==> config.mk <==
export PLATFORM = sky130hd
export DESIGN_NAME = cpi_mul
export DESIGN_NICKNAME = d
export VERILOG_FILES = /design/src/rtl/core/cpi_pkg.sv /design/src/rtl/core/cpi_mul.sv
export SDC_FILE = /design/constraint.sdc
export NUM_CORES = 2
export LEC_CHECK = 0
export BUFFER_PORTS_ARGS = -buffer_cell sky130_fd_sc_hd__buf_2
export CORE_UTILIZATION = 60
export CTS_CLUSTER_SIZE = 12
export DETAILED_ROUTE_END_ITERATION = 8
export PLACE_DENSITY = 0.86
export SLEW_MARGIN = 20
export SYNTH_ARGS = -nofsm -noshare
export SYNTH_HDL_FRONTEND = slang
export SYNTH_SLANG_ARGS = --single-unit
==> constraint.sdc <==
create_clock -name clk -period 7.95 [get_ports clk]
set_input_delay 0.795 -clock clk [delete_from_list [all_inputs] [get_ports clk]]
set_output_delay 0.795 -clock clk [all_outputs]
set_load 0.05 [all_outputs]
==> src/rtl/core/cpi_pkg.sv <==
// Shared types and constants for the circle pair intersection unit.
`default_nettype none

package cpi_pkg;

	// Result kinds reported on the output stream.
	typedef enum logic [1:0] {
		OUT_APART     = 2'd0,
		OUT_CONTAINED = 2'd1,
		OUT_CROSSING  = 2'd2
	} outcome_t;

	// Widest operand slice that one hardware multiplier takes.
	localparam int unsigned MUL_CHUNK = 32;

endpackage

`default_nettype wire

==> src/rtl/core/cpi_mul.sv <==
// Two-stage multiplier: registered partial products, then a registered sum.
`default_nettype none

module cpi_mul #(
	parameter int unsigned A_W = 32,
	parameter int unsigned B_W = 32
) (
	input  wire logic                 clk,
	input  wire logic                 en,
	input  wire logic [A_W-1:0]       a,
	input  wire logic [B_W-1:0]       b,
	output logic      [A_W+B_W-1:0]   p
);
	import cpi_pkg::*;

	localparam int unsigned NA = (A_W + MUL_CHUNK - 1) / MUL_CHUNK;
	localparam int unsigned NB = (B_W + MUL_CHUNK - 1) / MUL_CHUNK;
	localparam int unsigned AP = NA * MUL_CHUNK;
	localparam int unsigned BP = NB * MUL_CHUNK;

	logic [AP-1:0]            a_pad;
	logic [BP-1:0]            b_pad;
	logic [2*MUL_CHUNK-1:0]   pp_s1 [NA][NB];
	logic [AP+BP-1:0]         acc;
	logic [A_W+B_W-1:0]       p_s2;

	assign a_pad = AP'(a);
	assign b_pad = BP'(b);

	always_ff @(posedge clk) begin
		if (en) begin
			for (int i = 0; i < NA; i++) begin
				for (int j = 0; j < NB; j++) begin
					pp_s1[i][j] <= a_pad[i*MUL_CHUNK +: MUL_CHUNK] *
						b_pad[j*MUL_CHUNK +: MUL_CHUNK];
				end
			end
		end
	end

	always_comb begin
		acc = '0;
		for (int i = 0; i < NA; i++) begin
			for (int j = 0; j < NB; j++) begin
				acc = acc + ((AP+BP)'(pp_s1[i][j]) << (MUL_CHUNK * (i + j)));
			end
		end
	end

	always_ff @(posedge clk) begin
		if (en) begin
			p_s2 <= acc[A_W+B_W-1:0];
		end
	end

	assign p = p_s2;

endmodule

`default_nettype wire

* After elaboration in Yosys (flattened, before gate mapping) *
Memory sizes are Yosys's and may differ from the RTL's. A register that Yosys moved wholly into a read port is not among the register bits.
Index checks and enable logic that the tools add are counted.
W data, S select, Z words.

storage, ports and cells
  bits in registers = 0
  memory bits (writable) = 64
  input bits = 66
  output and inout port bits = 64
  word-level logic and storage cells = 4
  memories kept = 1

operators by class
  multiply operators = 1
  muxes and demuxes = 2

memories
  name   words  bits a word  read ports  clocked after memory_dff  write ports  line           text
  pp_s1  1      64           1           1                         1            cpi_mul.sv:23  logic [2*MUL_CHUNK-1:0] pp_s1 [NA][NB];

operators with widths
  operator          number
  $mul A32 B32 Y64  1
  $mux W1           2

* Depth between registers and ports, before layout *
  depth in word-level cells = 2
  mapped depth = 29
  gate-level depth less buffers = 28

* Worst setup path after synthesis *
Ideal clock, no wire load.

  path kind = input-to-reg
  start point = input port b[9]
  end point = memory pp_s1[0][60] (netlist name), data pin
  library setup time = 0.262 ns
  arrival time = 7.854 ns
  required time = 7.688 ns
  slack = -0.166 ns
  stages = 26
  buffers on the path = 1
  cell sequence = clkbuf_1 nand2_1 fa_1 inv_1 fa_1 inv_1 fa_1 inv_1 fa_1 fa_1 fa_1 fa_1 inv_1 fa_1 inv_1 ha_1 and3_1 and3_2 and2_4 a2111o_1 a32oi_1 a31oi_1 a221o_1 a221oi_1 o21ai_1 xor2_1

on the way
  word-level cells in the longest chain between the ends = 1

ends and longest elaborated chain
  item              line           text
  from (decl)       cpi_mul.sv:11  input wire logic [B_W-1:0] b,
  $mul A32 B32 Y64  cpi_mul.sv:34  pp_s1[i][j] <= a_pad[i*MUL_CHUNK +: MUL_CHUNK] *
  to (decl)         cpi_mul.sv:23

No other way between the ends.

* Final worst setup path *
  start point = input port a[16]
  end point = memory pp_s1[0][60] (netlist name), data pin

on the way
  word-level cells in the longest chain between the ends = 1

ends and longest elaborated chain
  item              line           text
  from (decl)       cpi_mul.sv:10  input wire logic [A_W-1:0] a,
  $mul A32 B32 Y64  cpi_mul.sv:34

No other way between the ends.

==> results.md <==
| Step | Parameter | Value |
| --- | --- | --- |
| critical path | Worst setup slack for register-to-register paths | 7.22 ns |
| floorplanning | Die area | 0.06283 mm2 |
| final layout | Post-layout net count | 5264 |
| sta | Final cycle utilization of the critical path | 100.9% |
| route | Post-DRT Antenna Nets | 0 |
| global routing | First-pass GRT wire length | 161.2 mm |
| cts | TritonCTS clock tree | done |
| placed design | I/O Buffers | 129 |
| critical path | Maximum fanout along the worst path | 14 |
| floorplanning | Site Rows | 90 |
| route | Total wire length | 102.4 mm |
| sta | Final Slew Violations | 0 |
| synth | Share of synthesized area spent on multiplexers | 0.02698% |
| cts | Number of hold buffers added after cts | 0 |
| final layout | Final design instance area without fill | 0.04164 mm2 |
| floorplanning | Total core area | 0.06070 mm2 |
| critical path | Arrival @ worst endpoint | 8.19 ns |
| sta | RSZ-0062 raised after global routing | true |
| placed design | Placed Cells | 4794 |
| synth | Most used flip-flop cell after synthesis | sky130_fd_sc_hd__edfxtp_1 |
| synth | Synthesized instance count | 3791 |
| synth | Compound-cell area share of the yosys netlist | 3.582% |
| synth | Adder and majority cell fraction of the synthesized area | 57.22% |
| sta | Final number of setup-violating endpoints | 1 |
| synth | Main combinational cell family by area after synthesis | adder cells |
| synth | Number of flops mapped to enable cells by yosys | 128 |
| synth | Total of flip-flops plus latches after synthesis | 128 |
| route | 1st-iter DRT viols | 2219 |
| cts | Number of levels the H-tree was split into | 4 |
| final layout | Layout area overhead | 12.25% |
| final layout | Total of fill cells in the finished design | 4051 |
| sta | Pin slew with the least headroom to its limit | 1.056 ns |
| synth | Synth warnings | 0 |
| synth | Share of synthesized area occupied by flip-flops and latches | 10.36% |
| floorplanning | Boundary pin count | 130 |
| min path | Type of the most critical hold path | flip-flop to flip-flop |
| cts | Clock tree root buffer cell | sky130_fd_sc_hd__clkbuf_16 |
| critical path | Capture instance of the worst register-to-register path | p[60] |
| final layout | Count of non-filler cells in the finished layout | 4836 |
| floorplanning | Die Ht | 250.7 um |
| outcome | Failing checks | negative setup slack |
| route | Post-DR wirelength/cell | 21.18 um |
| outcome | Result of the run | complete, but fails checks |
| sta | Minimum hold slack | 0.4077 ns |
| global routing | Met3 Usage GRT | 6.329% |
| min path | Destination of the worst hold path | p[22] |
| min path | Number of instances on the worst hold path | 0 |
| cts | Clock Tree Buf Depth | 2 |
| cts | Number of buffers added by the clock tree synthesis step | 17 |
| synth | Average instance area after synthesis | 9.786 um2 |
| global routing | Number of global-route vias before repair | 31.47k |
| sta | Clock period minus worst slack | 8.020 ns |
| route | Via total after detailed routing | 27.99k |
| global routing | Number of antenna violations at the first check in global routing | 6 |
| synth | Post-synth ARST share | 0% |
| cts | Clock net sink count | 128 |
| critical path | R2R cell count | 0 |
| synth | Synthesized netlist net count | 5016 |
| placed design | Post-detailed-placement half-perimeter wirelength | 83.05 mm |
| synth | Parity-gate share of the synthesized area counting xor and xnor cells | 1.464% |
| critical path | Crit Path Category | input port to flip-flop |
| global routing | Most Used Layer, Global Route | met2 |
| global routing | Gr ovfl total | 0 |
| placed design | Final weighted congestion in routability-driven placement | 0.9835 |
| synth | Netlist area before placement | 0.03710 mm2 |
| critical path | Critical R2R Launch | pp_s1[0][60] |
| synth | Yosys cell types | 71 |
| sta | Number of hold-slack violations in the final timing report | 0 |
| route | Number of design rule violations left after detail routing | 0 |
| floorplanning | Initial core utilization | 61.12% |
| global routing | Met1 track utilization from global routing | 37.49% |
| cts | Latest clock arrival within the worst-skew pair | 0.43 ns |
| critical path | Critical path startpoint category | input port |
| route | Number of iterations in the first detailed-routing pass | 6 |
| critical path | Type of element capturing the critical path | flip-flop |
| cts | Clock edge transition at the registers on the reported setup and hold paths | 0.07 ns |
| global routing | Maximum number of pins on one net before global-route repair | 85 |
| sta | Clock Skews | 0.01649 ns |
| synth | Simple-gate portion of the synthesized area | 16.24% |
| critical path | Req. time, crit path | 8.12 ns |
| sta | Highest clock rate | 124.7 MHz |
| global routing | Global-route usage over all layers | 33.46% |
| floorplanning | DIE WIDTH | 250.7 um |
| job | Max-cap check violation count | 0 |
| min path | Hold Startpoint | pp_s1[0][22] |
| final layout | Fraction of final layout cells with drive strength greater than 1 | 14.41% |
| route | Via-per-instance ratio | 5.787 |
| global routing | Met2 Track Usage GR | 58.03% |
| sta | Post-layout worst setup margin | -0.06971 ns |
| sta | Relative max-transition margin | 29.63% |
| placed design | Worst slack, placed | -0.6697 ns |
| placed design | Placed cell areas | 0.04028 mm2 |
## worst max-delay path, cell delays in order
cell and delay [ns]:
sky130_fd_sc_hd__buf_6 0.14, sky130_fd_sc_hd__buf_4 0.15, sky130_fd_sc_hd__buf_4 0.15, sky130_fd_sc_hd__and2_1 0.15
sky130_fd_sc_hd__fa_1 0.51, sky130_fd_sc_hd__inv_1 0.07, sky130_fd_sc_hd__fa_1 0.56, sky130_fd_sc_hd__fa_1 0.48
sky130_fd_sc_hd__fa_1 0.56, sky130_fd_sc_hd__inv_1 0.05, sky130_fd_sc_hd__fa_1 0.48, sky130_fd_sc_hd__fa_1 0.44
sky130_fd_sc_hd__fa_1 0.48, sky130_fd_sc_hd__fa_1 0.57, sky130_fd_sc_hd__ha_4 0.23, sky130_fd_sc_hd__a21oi_4 0.15
sky130_fd_sc_hd__o21ai_2 0.07, sky130_fd_sc_hd__a211o_2 0.36, sky130_fd_sc_hd__a2111o_1 0.44, sky130_fd_sc_hd__a32oi_1 0.19
sky130_fd_sc_hd__buf_4 0.17, sky130_fd_sc_hd__a31oi_4 0.09, sky130_fd_sc_hd__a221o_1 0.35, sky130_fd_sc_hd__a221oi_2 0.28
sky130_fd_sc_hd__o21ai_1 0.11, sky130_fd_sc_hd__xor2_1 0.16
## cell usage after synthesis (2+ instances only)
cell type,n,area [um2]
sky130_fd_sc_hd__edfxtp_1,128,3844
sky130_fd_sc_hd__a221oi_1,2,17.52
sky130_fd_sc_hd__nand2_1,473,1775
sky130_fd_sc_hd__inv_1,861,3232
sky130_fd_sc_hd__and2_1,599,3747
sky130_fd_sc_hd__nand2b_1,3,18.77
sky130_fd_sc_hd__o21a_1,4,30.03
sky130_fd_sc_hd__o21ai_1,4,20.02
sky130_fd_sc_hd__buf_4,4,30.03
sky130_fd_sc_hd__xnor2_1,35,306.5
sky130_fd_sc_hd__o21ai_0,36,180.2
sky130_fd_sc_hd__a211o_1,2,17.52
sky130_fd_sc_hd__nor3_1,7,35.03
sky130_fd_sc_hd__clkbuf_1,204,765.7
sky130_fd_sc_hd__xor2_1,27,236.5
sky130_fd_sc_hd__ha_1,263,3291
sky130_fd_sc_hd__a21o_2,2,17.52
sky130_fd_sc_hd__a21o_1,32,240.2
sky130_fd_sc_hd__and3_1,8,50.05
sky130_fd_sc_hd__a21oi_1,65,325.3
sky130_fd_sc_hd__nand4_1,18,112.6
sky130_fd_sc_hd__nand3_1,10,50.05
sky130_fd_sc_hd__a31oi_1,15,93.84
sky130_fd_sc_hd__o31ai_1,2,15.01
sky130_fd_sc_hd__nor2b_1,3,18.77
sky130_fd_sc_hd__clkbuf_8,3,41.29
sky130_fd_sc_hd__o21bai_1,9,67.56
sky130_fd_sc_hd__a211oi_1,4,30.03
sky130_fd_sc_hd__nor2_1,31,116.4
sky130_fd_sc_hd__fa_1,896,17940
## cells in the final DEF, fill, tap and decap left out, types with 3 or more instances in the layout
cell type                   netlist  layout
sky130_fd_sc_hd__nor2_1          31      31
sky130_fd_sc_hd__o21a_1           4       4
sky130_fd_sc_hd__fa_1           896     860
sky130_fd_sc_hd__and2_1         599     586
sky130_fd_sc_hd__buf_12           0      13
sky130_fd_sc_hd__nor2b_1          3       3
sky130_fd_sc_hd__a21oi_2          1       4
sky130_fd_sc_hd__nor3_1           7       7
sky130_fd_sc_hd__ha_4             0      12
sky130_fd_sc_hd__a21oi_1         65      60
sky130_fd_sc_hd__ha_1           263     250
sky130_fd_sc_hd__o21ai_0         36      32
sky130_fd_sc_hd__xnor2_1         35      35
sky130_fd_sc_hd__a21o_1          32      32
sky130_fd_sc_hd__buf_4            4     298
sky130_fd_sc_hd__inv_8            0       6
sky130_fd_sc_hd__buf_2            0      85
sky130_fd_sc_hd__xor2_1          27      27
sky130_fd_sc_hd__nand4_1         18      18
sky130_fd_sc_hd__o21ai_1          4       6
sky130_fd_sc_hd__nand3_1         10      10
sky130_fd_sc_hd__o21bai_1         9       9
sky130_fd_sc_hd__inv_1          861     851
sky130_fd_sc_hd__clkbuf_16        0      17
sky130_fd_sc_hd__fa_2             0      36
sky130_fd_sc_hd__a31oi_2          0       3
sky130_fd_sc_hd__a211oi_1         4       4
sky130_fd_sc_hd__buf_6            1      36
sky130_fd_sc_hd__a31oi_1         15      11
sky130_fd_sc_hd__and3_1           8       8
sky130_fd_sc_hd__nand2b_1         3       3
sky130_fd_sc_hd__edfxtp_1       128     128
sky130_fd_sc_hd__inv_2            0      10
sky130_fd_sc_hd__nand2_1        473     471
sky130_fd_sc_hd__and2_4           1      14
sky130_fd_sc_hd__clkbuf_4         0       3
sky130_fd_sc_hd__inv_6            0       4
sky130_fd_sc_hd__buf_8            0       8
## logic make-up after synthesis
group	Yosys count
xor+xnor	62
flops	128
fa+ha+maj	1159
compound gates	202
simple gates	1164
buf+inv	1075
mux	1
## layout make-up
cell class              instances  area, um2  share of cell area [%]
multi-input cells            2588      29530                   70.91
diodes                          2      5.005                 0.01202
repair buffers                443       3471                   8.334
flip-flops and latches        128       3844                   9.230
clock inverters                15      160.2                  0.3846
well taps                     782      978.4                   2.349
inverters                     861       3232                   7.760
clock buffers                  17      425.4                   1.022
## per-stage QoR
step	utilization, %	setup TNS (ns)
finish	68.61	-0.06971
global route	68.61	-0.5572
CTS	67.76	0
detailed placement	66.36	-8.189
global placement	66.36	-6.779
floorplan	-	0
## state kept, by name, summed over array words and instances, names as in the netlist
register	cells
p	64
pp_s1	64
## worst max-delay path by stage
stage | from | endpoint | cells after the start
finish | a[16] | pp_s1[0][60] | 26
global route | a[16] | pp_s1[0][60] | 26
floorplan | a[26] | pp_s1[0][60] | 25
global placement | b[6] | pp_s1[0][60] | 25
CTS | a[20] | pp_s1[0][60] | 27
detailed placement | b[8] | pp_s1[0][60] | 27
## what timing repair did
item	4_1_cts	5_1_grt
pin swaps	39	103
gates cloned	1	0
gates resized for setup	66	142
setup buffers	2	6
setup endpoints to repair	8	18
## routing by layer
layer  wire [um]  part of all wire, %  up-vias
li1            -                    -    11568
met1       32900                   32    14151
met2       51730                   51     1644
met3        9394                  9.2      617
met4        8344                  8.1        6
met5          41                0.040        -
Power is not shown: default switching activity piles up to over one toggle a cycle in this logic, so the estimate is an artifact.
